## src/sv/vn_div_cell.sv

```systemverilog
module vn_div_cell #(
    parameter int unsigned CW = 32,
    parameter int unsigned FB = 30
) (
    input  logic              i_clk,
    input  logic              i_rst_n,
    input  logic              i_en,
    input  logic              i_valid,
    input  logic [CW-1:0]     i_len,
    input  logic [2:0][CW:0]  i_rem,
    input  logic [2:0][FB:0]  i_quo,
    input  logic [2:0]        i_neg,
    output logic              o_valid,
    output logic [CW-1:0]     o_len,
    output logic [2:0][CW:0]  o_rem,
    output logic [2:0][FB:0]  o_quo,
    output logic [2:0]        o_neg
);
    logic [2:0][CW:0] w_diff;
    logic [2:0]       w_ge;
    logic             r_valid;
    logic [CW-1:0]    r_len;
    logic [2:0][CW:0] r_rem;
    logic [2:0][FB:0] r_quo;
    logic [2:0]       r_neg;

    // One quotient bit per lane: compare with the length and subtract.
    always_comb begin
        for (int i = 0; i < 3; i++) begin
            w_ge[i]   = (i_rem[i] >= {1'b0, i_len});
            w_diff[i] = i_rem[i] - {1'b0, i_len};
        end
    end

    always_ff @(posedge i_clk) begin
        if (!i_rst_n) begin
            r_valid <= 1'b0;
        end else if (i_en) begin
            r_valid <= i_valid;
        end
    end

    always_ff @(posedge i_clk) begin
        if (i_en) begin
            r_len <= i_len;
            r_neg <= i_neg;
            for (int i = 0; i < 3; i++) begin
                r_rem[i] <= w_ge[i] ? {w_diff[i][CW-1:0], 1'b0} : {i_rem[i][CW-1:0], 1'b0};
                r_quo[i] <= {i_quo[i][FB-1:0], w_ge[i]};
            end
        end
    end

    assign o_valid = r_valid;
    assign o_len   = r_len;
    assign o_rem   = r_rem;
    assign o_quo   = r_quo;
    assign o_neg   = r_neg;

endmodule

```

## config.mk

```make
export PLATFORM = sky130hd
export DESIGN_NAME = vn_div_cell
export DESIGN_NICKNAME = d
export VERILOG_FILES = /design/src/sv/vn_div_cell.sv
export SDC_FILE = /design/constraint.sdc
export NUM_CORES = 1
export LEC_CHECK = 0
export ABC_AREA = 1
export BUFFER_PORTS_ARGS = -buffer_cell sky130_fd_sc_hd__buf_2
export CORE_ASPECT_RATIO = 0.8
export CORE_MARGIN = 2
export CORE_UTILIZATION = 50
export CTS_CLUSTER_SIZE = 28
export DETAILED_ROUTE_END_ITERATION = 6
export HOLD_SLACK_MARGIN = 0.15
export PLACE_DENSITY_LB_ADDON = 0.2
export SYNTH_ARGS = -nofsm -noshare
export SYNTH_HDL_FRONTEND = slang
export SYNTH_SLANG_ARGS = --single-unit
```

## constraint.sdc

```tcl
create_clock -name i_clk -period 2.6 [get_ports i_clk]
set_input_delay 0.26 -clock i_clk [delete_from_list [all_inputs] [get_ports i_clk]]
set_output_delay 0.26 -clock i_clk [all_outputs]
set_load 0.1 [all_outputs]
```

==> results.json <==
{
  "cts_buffers": 25,
  "final_hold_viol_count": 0,
  "yosysMostFrequentCell": "nand2_1",
  "cellPowerDensity_mw_per_mm2": 658.8,
  "drt_wl_total_mm": 60.68,
  "gp_congestion": 0.9782,
  "synthTopCellsByArea": "edfxtp_1, nand2_1, inv_1, ha_1, nand3_1",
  "ant_nets": 0,
  "hpwl_mm": 44.01,
  "tightest_slew_ns": 0.5637,
  "syn_area_per_cell_um2": 7.488,
  "finalMaxSlewViolations": 0,
  "rows": 58,
  "synth_top_family_by_area": "simple AND/OR/NAND/NOR gates",
  "yosys.area_share.xor_xnor": 0.02301,
  "grt_pass1_vias": 15860,
  "synthAdderAreaFrac": 0.07889,
  "die_area_mm2": 0.03343,
  "die_w_um": 203.9,
  "crit_type": "in2reg",
  "total_leakage_power_nw": 11.89,
  "endpoint_kind": "flip-flop",
  "synth-seq-cells": 225,
  "clkLatencyLatePin_ns": 0.56,
  "start_util": 0.5088,
  "clock-sinks": 225,
  "synth_compound_area_frac": 0.02356,
  "netlist_top_cells_count": "nand2_1, inv_1, edfxtp_1, nand3_1, nor2_1",
  "drive_above_1_share": 0.2325,
  "ys_warn_count": 0,
  "required_ns": 2.92,
  "skew_ns": 0,
  "num_vias": 16680,
  "synthFlopType": "edfxtp_1",
  "finalPower_w": 0.01492,
  "fmax_ghz": 0.3885,
  "cp_slowest_cell": "dlygate4sd3_1",
  "coreArea_mm2": 0.03142,
  "gr-total-overflow": 0,
  "cts_max_level": 1,
  "cts_tree": "yes",
  "drtIter0Drc": 1561,
  "synth_top_area_frac": 0.4207,
  "dpl_cell_area_mm2": 0.01899,
  "cts-root-buf": "clkbuf_16",
  "synth_area_leader_cell": "edfxtp_1",
  "peakVddDrop_v": 0.0007242,
  "syn_area_mm2": 0.01599,
  "nNetsFinal": 3197,
  "synth_edf_count": 224,
  "hold_ws_ns": 0.1555,
  "wl_per_cell_um": 18.35,
  "p_switching_w": 0.006673,
  "pwr-share-clk": 0.264,
  "max_slew_margin": 0.6242,
  "p_sw_frac": 0.4472,
  "internal_power_w": 0.008247,
  "clkTransAtPathRegs_ns": 0.08,
  "cpPeakStageDelay_ns": 0.57,
  "fin_area_mm2": 0.02265,
  "cp_cell_sequence": "dlygate4sd3_1 > buf_2 > inv_1 > ha_1 > nand2_1 > inv_1 > nand2_1 > nand2_1 > inv_1 > nand3_1 > nand3_1 > nand3b_1 > nand3_2 > nand2_1",
  "fin_crit_ns": 2.574,
  "grt_pass1_wl_mm": 88.20,
  "remaining_drc_errors": 0,
  "antenna_found_initial": 2,
  "clk_path_buf_depth": 3,
  "grt_max_degree": 65,
  "seq_power_share": 0.309,
  "synthToLayoutAreaGrowth_pct": 41.67,
  "combPwrFrac": 0.427,
  "maxCapViolCount": 0,
  "cp_max_fo": 4,
  "vias_per_cell": 5.044,
  "hp-class": "in2reg",
  "synthMuxAreaShare": 0,
  "finalSetupViolCount": 0,
  "worst_setup_path_start_kind": "input port",
  "syn_inst": 2135,
  "rsz0062_at_grt": "yes",
  "synthArstFlopShare": 0,
  "io_buffers": 452,
  "fin_util": 0.7208,
  "yosysSeqAreaShare": 0.4220,
  "cp_data_arrival_time_ns": 2.90,
  "die_y_um": 163.9,
  "dr.pass1.iters": 5,
  "synth_cell_types": 33,
  "synthSimpleGateAreaFrac": 0.3443,
  "outcome": "completed",
  "ioPinCount": 459,
  "crit_top_cell": "nand2_1",
  "post-route-period-util": 0.9901,
  "grt_usage": 0.3492
}
[registers in the layout, summed over array words and instances (netlist names)]
name,count
o_neg,3
o_rem,96
o_valid,1
o_quo,93
o_len,32
[logic make-up after synthesis]
| kind of cell | count (synthesis) |
|---|---|
| AND/OR/NAND/NOR | 1265 |
| buffers and inverters | 431 |
| flip-flops | 225 |
| adder cells (fa/ha/maj) | 99 |
| AO/OA/AOI/OAI | 72 |
| XOR/XNOR | 42 |
| other | 1 |
[power groups by stage]
stage	logic (W)	clock network, W	registers, W
floorplan	0.00171	0	0.00754
global placement	0.00582	0	0.00466
global route	0.00672	0.00411	0.00464
detailed placement	0.00586	0	0.00467
finish	0.00637	0.00394	0.00462
CTS	0.00614	0.00395	0.00460
[routing by layer]
layer  wire length [um]  global-route usage  vias to the layer above
li1                   -                   -                     8176
met1              25350              0.4676                     7513
met2              26800              0.5473                      836
met3               5877             0.08413                      155
met4               2636              0.1380                        2
met5                 12                   0                        -
[cells in the final DEF, fill, tap and decap left out, types with 9 or more instances in the layout]
master	count
clkbuf_16	25
buf_4	45
nor2_2	14
nand3_1	166
nand3b_1	22
ha_4	19
nand2_1	849
nor2_1	103
buf_2	451
nor2_4	9
nand2_2	12
buf_12	11
nand3_2	30
xor2_1	39
clkinvlp_4	9
inv_1	388
ha_1	72
nor3_1	24
edfxtp_1	224
and2_1	14
a21oi_1	56
dlygate4sd3_1	223
[cell type report]
class                      instances  area [um2]
tap                              420       525.5
sequential                       225        6746
clock inverter                    20       265.3
clock buffer                      26       629.4
fill                            2471        8773
multi-input combinational       1482        7868
inverter                         400        1528
antenna                            1       2.502
timing repair buffer             733        5085
[repair_timing]
item                       CTS  global route
resized for setup            0            61
buffers inserted             0            11
setup endpoints to repair    0            98
hold endpoints to repair   222             0
hold buffers               223             0
[path summary, 6_finish.rpt]
| path | endpoint | slack [ns] | start | cells past startpoint |
|---|---|---|---|---|
| max | o_rem[27]$_DFFE_PP_ | 0.03 | i_len[9] | 14 |
| min | o_rem[94]$_DFFE_PP_ | 0.16 | i_en | 1 |
| max reg2reg | o_valid$_SDFFE_PN0P_ | 1.34 | o_valid$_SDFFE_PN0P_ | 3 |
| min reg2reg | o_valid$_SDFFE_PN0P_ | 1.16 | o_valid$_SDFFE_PN0P_ | 3 |
[per-stage QoR]
step / instances / worst slack [ns] / TNS [ns]
after floorplan: 2137 / 0.6932 / 0
after global placement: 3025 / 0.04862 / 0
after detailed placement: 3025 / 0.009751 / 0
after CTS: 3294 / 0.01091 / 0
after global routing: 3307 / -0.05492 / -0.4819
final: 3307 / 0.02581 / 0
[worst max-delay path: cells and delay by family]
kind	cells	cell delay, ns
buffers and inverters	5	1.13
adders and majority gates	1	0.34
and+or+nand+nor	8	1.16
Note: power is estimated with default switching activity, not from simulation.
