==> config.mk <==
export PLATFORM = sky130hd
export DESIGN_NAME = vn_sqrt_cell
export DESIGN_NICKNAME = d
export VERILOG_FILES = /design/src/sv/vn_sqrt_cell.sv
export SDC_FILE = /design/constraint.sdc
export NUM_CORES = 1
export LEC_CHECK = 0
export ABC_AREA = 1
export BUFFER_PORTS_ARGS = -buffer_cell sky130_fd_sc_hd__buf_2
export CORE_AREA = 3 3 181 183
export CTS_CLUSTER_DIAMETER = 30
export DETAILED_ROUTE_END_ITERATION = 6
export DIE_AREA = 0 0 184 186
export SLEW_MARGIN = 20
export SYNTH_ARGS = -nofsm -noshare
export SYNTH_HDL_FRONTEND = slang
export SYNTH_SLANG_ARGS = --single-unit
==> constraint.sdc <==
create_clock -name i_clk -period 3.3 [get_ports i_clk]
set_clock_uncertainty 0.15 [all_clocks]
set_input_delay 0.165 -clock i_clk [delete_from_list [all_inputs] [get_ports i_clk]]
set_output_delay 0.165 -clock i_clk [all_outputs]
set_load 0.03 [all_outputs]
==> src/sv/vn_sqrt_cell.sv <==
module vn_sqrt_cell #(
    parameter int unsigned CW = 32
) (
    input  logic              i_clk,
    input  logic              i_rst_n,
    input  logic              i_en,
    input  logic              i_valid,
    input  logic [2*CW-1:0]   i_sum,
    input  logic [CW+1:0]     i_rem,
    input  logic [CW-1:0]     i_root,
    input  logic [2:0][CW-1:0] i_mag,
    input  logic [2:0]        i_neg,
    output logic              o_valid,
    output logic [2*CW-1:0]   o_sum,
    output logic [CW+1:0]     o_rem,
    output logic [CW-1:0]     o_root,
    output logic [2:0][CW-1:0] o_mag,
    output logic [2:0]        o_neg
);
    logic [CW+3:0] w_rem_in;
    logic [CW+3:0] w_trial;
    logic [CW+3:0] w_diff;
    logic          w_ge;
    logic          r_valid;
    logic [2*CW-1:0] r_sum;
    logic [CW+1:0] r_rem;
    logic [CW-1:0] r_root;
    logic [2:0][CW-1:0] r_mag;
    logic [2:0]    r_neg;

    // One digit of the square root: bring down two bits and try the next root bit.
    assign w_rem_in = {i_rem, i_sum[2*CW-1 -: 2]};
    assign w_trial  = {2'b00, i_root, 2'b01};
    assign w_ge     = (w_rem_in >= w_trial);
    assign w_diff   = w_rem_in - w_trial;

    always_ff @(posedge i_clk) begin
        if (!i_rst_n) begin
            r_valid <= 1'b0;
        end else if (i_en) begin
            r_valid <= i_valid;
        end
    end

    always_ff @(posedge i_clk) begin
        if (i_en) begin
            r_sum  <= {i_sum[2*CW-3:0], 2'b00};
            r_rem  <= w_ge ? w_diff[CW+1:0] : w_rem_in[CW+1:0];
            r_root <= {i_root[CW-2:0], w_ge};
            r_mag  <= i_mag;
            r_neg  <= i_neg;
        end
    end

    assign o_valid = r_valid;
    assign o_sum   = r_sum;
    assign o_rem   = r_rem;
    assign o_root  = r_root;
    assign o_mag   = r_mag;
    assign o_neg   = r_neg;

endmodule

==> qor.txt, run 1 <==
status: finished, final reports clean
R2R Setup Slk: 1910 ps
Worst slew margin: 49.8%
root buffer cell: clkbuf_16
top-count cell post-synth: nand2_1
final net count: 1,890
placer congestion estimate: 0.891
Post-synth EDFFs: 227
Post-Route WL: 40,200 microns
CP startpoint kind: input pin
Post-DP Area: 12,700 sq um
Hold EP: o_root[0]$_DFFE_PP_
final setup vio count: 0
total grt overflow: 0
die area: 34,200 sq um
first-pass GRT wire length: 56,800 microns
min-delay src: i_rem[32]
Reg clk slew, reported paths: 40 ps
Worst Tran Pin Value: 753 ps
Avg Cell Area, Syn: 11.3 sq um
worst hold path depth: 5
clk_lat worst skew: 570 ps
Synth warnings: 0
GR Util All Layers: 22.1%
layout cell share with drive strength beyond 1: 34.4%
setup_tns: 0 ps
htree depth: 2
R2R Path Start: o_valid$_SDFFE_PN0P_
# Max-Cap Violations: 0
reg2reg path depth: 3
worst-case clock buffer depth: 3
r2r endpoint: o_valid$_SDFFE_PN0P_
Seq/Total Area, Yosys: 68.9%
Antenna Violating Nets Remaining: 0
Critical Path End Type: flop
core area: 31,400 sq um
wire length per cell: 19.4 microns
via density per instance: 4.49
Post-route DRC: 0
CP Data Arrival Time: 2760 ps
drt initial violations: 545
Crit Path Class: input pin to flop
initial antenna violation count: 3
TritonCTS Sinks: 228
fin. max-slew vios: 0
# Post-CTS Setup Buffers: 0
HPWL Detailed: 28,400 microns
Required @ worst endpoint: 3460 ps
Ports: 463
Synth Register Bits: 228
CTS buffer count: 55
post-route minimum period: 2590 ps
Worst Path Max Fanout: 37
die height: 186 microns
number of global-route vias before repair: 9,501
period utilization: 78.6%
Area contributors post-synth: edfxtp_1 69%, nand2_1 11%, inv_1 5.3%, ha_1 4.3%, nor2_1 2.0%
P per Cell Area: 640 nW/um^2
number of port buffers: 460
CTS tree: done
pin count of the biggest net entering global routing: 96
DR pass1 iterations: 5
leak pwr: 7.99 nW
VDD IR max: 0.366 mV
Yosys top cell area share: 68.7%
Mapped Cells: 878
synth cell count leaders: 283 x nand2_1, 227 x edfxtp_1, 140 x inv_1
Area growth, synth to finish: 70.3%
Hold Violations, Final: 0
initial core utilization: 31.6%
Post-synth ARST share: 0%
synthesized area: 9930 sq um
cell taking the most area after synthesis: edfxtp_1
PostCTS Resize Cnt: 0
Hold Path Class: input pin to flop
post-route cell area: 16,900 sq um
distinct cell type count after synthesis: 26
Max Freq: 386 MHz
RSZ-0062 raised after global routing: no
Post-synth top flop: edfxtp_1
die width: 184 microns
fin util: 53.9%
row cnt: 65
vias post-DR: 9,323
## area by class of cell
type	count	area, sq um
fillers	2700	14500
clock buffers	60	1400
inverters	141	532
diodes	5	12.5
flip-flops and latches	228	6840
repair buffers	695	4670
clock inverters	42	462
well taps	402	503
multi-input cells	502	2490
## how the worst max path moves through the flow
stage                from                   to  slack, ps
3_5_place_dp   i_root[13]  o_rem[31]$_DFFE_PP_        660
3_3_place_gp   i_root[13]  o_rem[28]$_DFFE_PP_        720
5_1_grt        i_root[13]   o_rem[2]$_DFFE_PP_        500
6_report       i_root[15]  o_rem[22]$_DFFE_PP_        710
2_1_floorplan  i_root[24]  o_rem[25]$_DFFE_PP_       1360
4_1_cts        i_root[16]   o_rem[2]$_DFFE_PP_        740
## flip-flops by register name, summed over array words and instances (netlist names)
signal,flops
o_mag,96
o_valid,1
o_root,32
o_neg,3
o_sum,62
o_rem,34
## routing by layer
| metal | track usage [%] | wire, microns | vias to the layer above |
|---|---|---|---|
| met2 | 38.5 | 19900 | 438 |
| met3 | 5.51 | 3040 | 108 |
| met4 | 11.8 | 2020 | 0 |
| li1 | - | - | 4410 |
| met5 | 0 | 0 | - |
| met1 | 25.2 | 15200 | 4367 |
## stage by stage
step / instances / setup slack (ps) / hold slack [ps] / power, W
3_3_place_gp: 1739 / 720 / 192 / 0.00524
5_1_grt: 2071 / 502 / 144 / 0.0112
2_1_floorplan: 879 / 1360 / 108 / 0.00460
6_report: 2075 / 707 / 133 / 0.0108
3_5_place_dp: 1739 / 659 / 193 / 0.00525
4_1_cts: 2070 / 741 / 85.6 / 0.0109
## repair_timing
action / 4_1_cts / 5_1_grt
hold buffers: 229 / 0
setup endpoints to repair: 0 / 0
hold endpoints to repair: 251 / 0
## worst max-delay path, cell delays in order
cell and delay, ps:
dlygate4sd3_1 590, buf_2 160, inv_1 50, ha_1 340, nand2_1 130, nor2_2 170, nand2_1 120, nor2_2 110
nand2_1 80, a21oi_2 130, nor2_2 80, nand2_8 220, inv_4 210, nand2_1 120, nand2_1 50
## logic make-up (layout without fill, tap and decap cells)
group                    count (synthesis)  count (layout)  share of synthesized area (%)
adder cells (fa/ha/maj)                 34              34                           4.29
AND/OR/NAND/NOR                        404             404                           16.7
flip-flops                             228             228                           68.9
other                                    1               7                         0.0378
XOR/XNOR                                18              18                           1.59
buffers and inverters                  149             938                           6.08
AO/OA/AOI/OAI                           44              44                           2.40
## layout by cell type, fill, tap and decap left out, types with 7 or more instances in the layout
master | Yosys | routed
edfxtp_1 | 227 | 227
dlygate4sd3_1 | 0 | 229
bufinv_16 | 0 | 7
clkbuf_16 | 0 | 55
inv_1 | 140 | 140
nor2_1 | 53 | 53
a21oi_1 | 25 | 25
clkinvlp_4 | 0 | 7
inv_6 | 0 | 7
nand2_1 | 283 | 283
o21ai_0 | 13 | 13
buf_2 | 0 | 459
xor2_1 | 15 | 15
clkinv_2 | 0 | 7
ha_1 | 34 | 34
clkinv_1 | 0 | 7
nand3_1 | 38 | 38
## power breakdown
part	switching, W	internal [W]	total [W]	leakage, nW
clock	0.00176	0.00361	0.00537	0.888
combinational	0.00124	0.000639	0.00188	4.88
sequential	0.0000726	0.00350	0.00358	2.23
Note: power is estimated with default switching activity, not from simulation.
==> run 2, diff against run 1 <==
CORE_AREA = 3 3 178 180   (was 3 3 181 183)
DIE_AREA = 0 0 181 183   (was 0 0 184 186)
clock period = 2.16 ns   (was 3.3 ns; I/O delays follow)
==> run 2 against run 1 <==
  * Clock power is 57% higher
  * Total power grew 57%
  * Via count up 2.3%
  * Critical endpoint is now o_rem[25]$_DFFE_PP_
  * Largest cell class unchanged
  * Largest power group unchanged
==> qor.txt, run 2 (same netlist as run 1, synthesis figures left out) <==
status: finished, final reports clean
layout cell share with drive strength beyond 1: 37.6% (+3.3 points)
CP startpoint kind: input pin
TritonCTS Sinks: 228 (unchanged)
Hold Path Class: input pin to flop
Max Freq: 490 MHz
Worst slew margin: 63.5% (+14 points)
met1 usage: 27.2% (+2.0 points)
P per Cell Area: 962 nW/um^2 (+50%)
DP Cell Count: 1,810 (+4.1%)
worst hold slack: 36.8 ps (-95.8 ps)
internal power: 0.0122 W (+57%)
total grt overflow: 0 (unchanged)
pin count of the biggest net entering global routing: 61 (-36%)
Area growth, synth to finish: 77.5%
first-pass GRT wire length: 59,000 microns (+3.8%)
non-filler instance count after layout: 2,150 (+3.6%)
post-route minimum period: 2040 ps
Crit Path Class: input pin to flop
initial antenna violation count: 11 (+8)
Required @ worst endpoint: 2320 ps (-1140 ps)
placer congestion estimate: 0.896 (+0.57%)
die area: 33,100 sq um (-3.2%)
max reg flops: 96 (unchanged)
Reg clk slew, reported paths: 50 ps (about the same)
root buffer cell: clkbuf_16
Post-Route WL: 40,100 microns (about the same)
die height: 183 microns (-1.6%)
final setup vio count: 0 (unchanged)
Global Route met3 Usage: 6.07% (+0.56 points)
Antenna Violating Nets Remaining: 0 (unchanged)
drt initial violations: 449 (-18%)
via density per instance: 4.44 (-1.2%)
Sw Ratio: 28.2% (-0.17 points)
Worst Tran Pin Value: 548 ps (-205 ps)
leak pwr: 8.42 nW (+5.4%)
Net Sw Power: 0.00478 W (+56%)
die width: 181 microns (-1.6%)
number of port buffers: 460 (unchanged)
most frequent cells in the layout: 459 x buf_2, 282 x nand2_1, 229 x dlygate4sd3_1
number of global-route vias before repair: 9,950 (+4.7%)
CP Data Arrival Time: 2200 ps (-560 ps)
met2 usage: 40.9% (+2.4 points)
setup slack after layout: 118 ps (-589 ps)
core area: 30,300 sq um (-3.3%)
final net count: 1,968 (+4.1%)
row cnt: 64 (-1.5%)
GRT Max-Usage Layer: met2
HPWL Detailed: 28,600 microns (+0.89%)
clk_lat worst skew: 560 ps (about the same)
Reg power frac: 32.2% (-0.8 points)
fin. max-slew vios: 0 (unchanged)
wire length per cell: 18.7 microns (-3.5%)
VDD IR max: 0.690 mV (+88%)
GR Util All Layers: 23.3% (+1.2 points)
CTS buffer count: 55 (unchanged)
initial core utilization: 32.7% (+1.1 points)
fin util: 58.1% (+4.2 points)
Place WS: -194 ps (-853 ps)
worst-case clock buffer depth: 3 (unchanged)
Post-route DRC: 0 (unchanged)
vias post-DR: 9,541 (+2.3%)
combinational power share: 18.0% (+0.7 points)
most common cell after layout, fill and taps aside: buf_2
# Max-Cap Violations: 0 (unchanged)
Hold Violations, Final: 0 (unchanged)
power share of the clock group: 49.8% (+0.2 points)
Critical Path End Type: flop
CTS tree: done
htree depth: 2 (unchanged)
Worst Path Max Fanout: 16 (-57%)
DR pass1 iterations: 5 (unchanged)
Ports: 463 (unchanged)
period utilization: 94.5%
## run 2: cell types whose count changed in the layout (fill, tap and decap cells not counted), sizes merged
cell	change
bufinv	+1
clkinvlp	-2
clkbuf	+1
diode	+2
clkinv	+1
buf	+78
## run 2: layout make-up
class / count / area, sq um
antenna: 7 / 17.5
clock buffer: 61 / 1400
clock inverter: 42 / 528
fill: 2513 / 12700
inverter: 141 / 537
multi-input combinational: 502 / 2500
sequential: 228 / 6840
tap: 396 / 495
timing repair buffer: 773 / 5310
## run 2: metal layers
| layer | share of wire, % | vias up |
|---|---|---|
| met4 | 4.2 | 10 |
| met5 | 0.16 | - |
| met1 | 39 | 4472 |
| met2 | 50 | 388 |
| met3 | 6.9 | 96 |
| li1 | - | 4575 |
## run 2: final timing paths
check / endpoint / slack (ps) / cells after the start / startpoint
min: o_rem[31]$_DFFE_PP_ / 40 / 5 / i_rem[29]
min reg2reg: o_valid$_SDFFE_PN0P_ / 1050 / 3 / o_valid$_SDFFE_PN0P_
max reg2reg: o_valid$_SDFFE_PN0P_ / 700 / 3 / o_valid$_SDFFE_PN0P_
max: o_rem[25]$_DFFE_PP_ / 120 / 16 / i_sum[62]
## run 2: power by group through the flow
stage / registers, W / clock network, W / logic [W]
2_1_floorplan: 0.00636 / 0 / 0.000666
3_3_place_gp: 0.00552 / 0 / 0.00266
3_5_place_dp: 0.00552 / 0 / 0.00268
4_1_cts: 0.00546 / 0.00854 / 0.00304
5_1_grt: 0.00549 / 0.00881 / 0.00326
6_report: 0.00546 / 0.00844 / 0.00305
## run 2: critical path, cell delays in order
cell and delay (ps):
dlygate4sd3_1 530, buf_2 130, inv_1 70, ha_2 180, inv_1 70, nand3_1 80
nand3_2 140, nand3_2 100, nand3_2 90, nand2_2 80, nand2_1 80, nand2_2 120
nand2_8 90, buf_12 160, nand3_1 110, nand2_1 60
## run 2: timing repair
action | in CTS | in global routing
hold buffers | 230 | 0
setup endpoints to repair | 0 | 34
gates resized for setup | 0 | 8
endpoints found under the hold margin | 279 | 0
buffers inserted | 0 | 1
## run 2: stage by stage
step	total power, W	setup TNS (ps)	instance area [sq um]
CTS	0.0170	0	17600
global route	0.0176	-0.381	17600
floorplan	0.00702	0	9930
detailed placement	0.00820	-4730	13400
global placement	0.00818	-2910	13400
finish	0.0170	0	17600
==> run 3, diff against run 2 <==
CAP_MARGIN = 15   (was unset)
MAX_ROUTING_LAYER = met4   (was unset)
==> run 3 against run 2 <==
  * Clock power down 3.1%
  * Total power down 1.3%
  * Setup slack worse by 47 ps
  * Non-clock buffer count down 2
  * Sequential share of layout area down 0.082 points
  * Combinational power up 2%
  * Global-route usage up 1.0 points
  * Design area up 0.21%
  * Sequential power about the same
  * First-iteration DRC count up 20%
  * Wire length up 1.7%
  * Core utilization up 0.12 points
==> qor.txt, run 3 (same netlist as run 1, synthesis figures left out) <==
status: finished, final reports clean
Post-Route WL: 40,800 microns (+1.7%)
register area: 6840 sq um (unchanged)
first-pass GRT wire length: 59,300 microns (+0.48%)
Required @ worst endpoint: 2320 ps (about the same)
P per Cell Area: 948 nW/um^2 (-1.5%)
Hold Violations, Final: 0 (unchanged)
htree depth: 2 (unchanged)
CP startpoint kind: input pin
die height: 183 microns (unchanged)
CTS buffer count: 53 (-3.6%)
row cnt: 64 (unchanged)
number of global-route vias before repair: 9,897 (-0.53%)
worst hold path depth: 5 (unchanged)
slowest stage delay, CP: 520 ps (about the same)
worst-case clock buffer depth: 3 (unchanged)
Hold Path Class: input pin to flop
placer congestion estimate: 0.913 (+1.9%)
most common cell after layout, fill and taps aside: buf_2
wire length per cell: 19.0 microns (+1.9%)
Critical Path End Type: flop
Reg clk slew, reported paths: 40 ps (about the same)
CP max-delay cell: dlygate4sd3_1
Crit Path Class: input pin to flop
R2R Path Start: o_valid$_SDFFE_PN0P_
max reg flops: 96 (unchanged)
initial core utilization: 32.7% (unchanged)
clk_lat worst skew: 550 ps (about the same)
die area: 33,100 sq um (unchanged)
R2R Setup Slk: 760 ps (+60 ps)
Hold EP: o_rem[21]$_DFFE_PP_
core area: 30,300 sq um (unchanged)
CP Data Arrival Time: 2250 ps (+50 ps)
worst hold slack: 2.83 ps (-33.9 ps)
CTS tree: done
DP Cell Count: 1,809 (-0.055%)
VDD IR max: 0.610 mV (-12%)
non-filler instance count after layout: 2,146 (-0.19%)
most frequent cells in the layout: 459 x buf_2, 277 x nand2_1, 229 x dlygate4sd3_1
final setup vio count: 0 (unchanged)
via density per instance: 4.50 (+1.3%)
Worst Path Max Fanout: 16 (unchanged)
Max Freq: 479 MHz (-2.2%)
worst-path cell chain: dlygate4sd3_1 -> buf_2 -> ha_1 -> nand2_1 -> inv_1 -> a21oi_1 -> buf_4 -> a21oi_2 -> nor2_2 -> nand2_8 -> buf_12 -> nand3_1 -> nand2_1
fin. max-slew vios: 0 (unchanged)
Ports: 463 (unchanged)
final net count: 1,964 (-0.20%)
TritonCTS Sinks: 228 (unchanged)
DR pass1 iterations: 5 (unchanged)
# Max-Cap Violations: 0 (unchanged)
layout cell share with drive strength beyond 1: 38.9% (+1.3 points)
period utilization: 96.7% (+2.2 points)
GR Util All Layers: 24.3% (+1.0 points)
die width: 181 microns (unchanged)
root buffer cell: clkbuf_16
vias post-DR: 9,648 (+1.1%)
Multi-input gate area: 2630 sq um (+5.1%)
pin count of the biggest net entering global routing: 60 (-1.6%)
Total Power: 0.0167 W (-1.3%)
crit-path leading delay family: buffers and inverters
min-delay src: i_rem[19]
HPWL Detailed: 28,900 microns (+0.85%)
leak pwr: 8.38 nW (-0.45%)
Area growth, synth to finish: 77.9%
Post-route DRC: 0 (unchanged)
total grt overflow: 0 (unchanged)
number of port buffers: 460 (unchanged)
Antenna Violating Nets Remaining: 0 (unchanged)
reg2reg path depth: 3 (unchanged)
post-route minimum period: 2090 ps (+46.6 ps)
Filler cells: 2,492 (-0.84%)
CP dominant cell by count: nand2_1
r2r endpoint: o_valid$_SDFFE_PN0P_
RSZ-0062 raised after global routing: yes
Crit path buffers/inverters: 5 (unchanged)
drt initial violations: 538 (+20%)
initial antenna violation count: 7 (-4)
-- run 3: cell count changes in the layout (fill, tap and decap cells not counted), moves of 4 or more --
cell	change
clkbuf_1	-5
ha_1	-5
ha_4	+5
nand2_1	-5
nor2_1	-5
clkinvlp_4	+4
nand2_2	+4
nand3_1	-4
nand3_2	+4
-- run 3: area by class of cell --
type	count	area share, %
flip-flops and latches	228	38.7
repair buffers	771	30.0
multi-input cells	502	14.9
clock buffers	58	7.97
inverters	141	3.04
well taps	396	2.81
clock inverters	41	2.49
diodes	9	0.128
-- run 3: tightest hold or removal path, stage by stage --
cell and delay [ps]:
buf_2 110, ha_4 150, nand2_1 50, nand3_1 70, nand2_1 40
-- run 3: power breakdown --
| group | total, W | leakage (nW) | internal [W] | switching [W] |
|---|---|---|---|---|
| Sequential | 0.00546 | 2.23 | 0.00535 | 0.000114 |
| Combinational | 0.00310 | 5.27 | 0.00116 | 0.00194 |
| Clock | 0.00818 | 0.880 | 0.00546 | 0.00272 |
-- run 3: worst max path at each step --
stage | endpoint | cells after the start | startpoint
finish | o_rem[28]$_DFFE_PP_ | 13 | i_rem[28]
global route | o_rem[24]$_DFFE_PP_ | 15 | i_root[2]
CTS | o_rem[22]$_DFFE_PP_ | 15 | i_root[9]
detailed placement | o_rem[25]$_DFFE_PP_ | 14 | i_root[13]
global placement | o_rem[21]$_DFFE_PP_ | 12 | i_rem[25]
floorplan | o_rem[25]$_DFFE_PP_ | 14 | i_root[24]
-- run 3: through the flow --
stage / setup WS, ps / TNS, ps / utilization, % / instance area (sq um)
after floorplan: 279 / 0 / - / 9930
after global placement: -120 / -3230 / 44.0 / 13300
after detailed placement: -167 / -5020 / 44.0 / 13300
after CTS: 1.93 / 0 / 57.6 / 17500
after global routing: -53.4 / -400 / 58.2 / 17700
final: 71.5 / 0 / 58.2 / 17700
-- run 3: routing by layer --
metal,up-vias,routed length (microns),GRT usage (%)
met2,413,20600,41.5
li1,4578,-,-
met5,-,0,-
met3,104,2460,5.39
met1,4553,15900,27.7
met4,0,1850,10.6
-- run 3: repair_timing --
action | 4_1_cts | 5_1_grt
setup buffers | 0 | 0
hold endpoints to repair | 278 | 1
resized for setup | 0 | 36
hold buffers | 228 | 1
endpoints found under the setup margin | 0 | 35
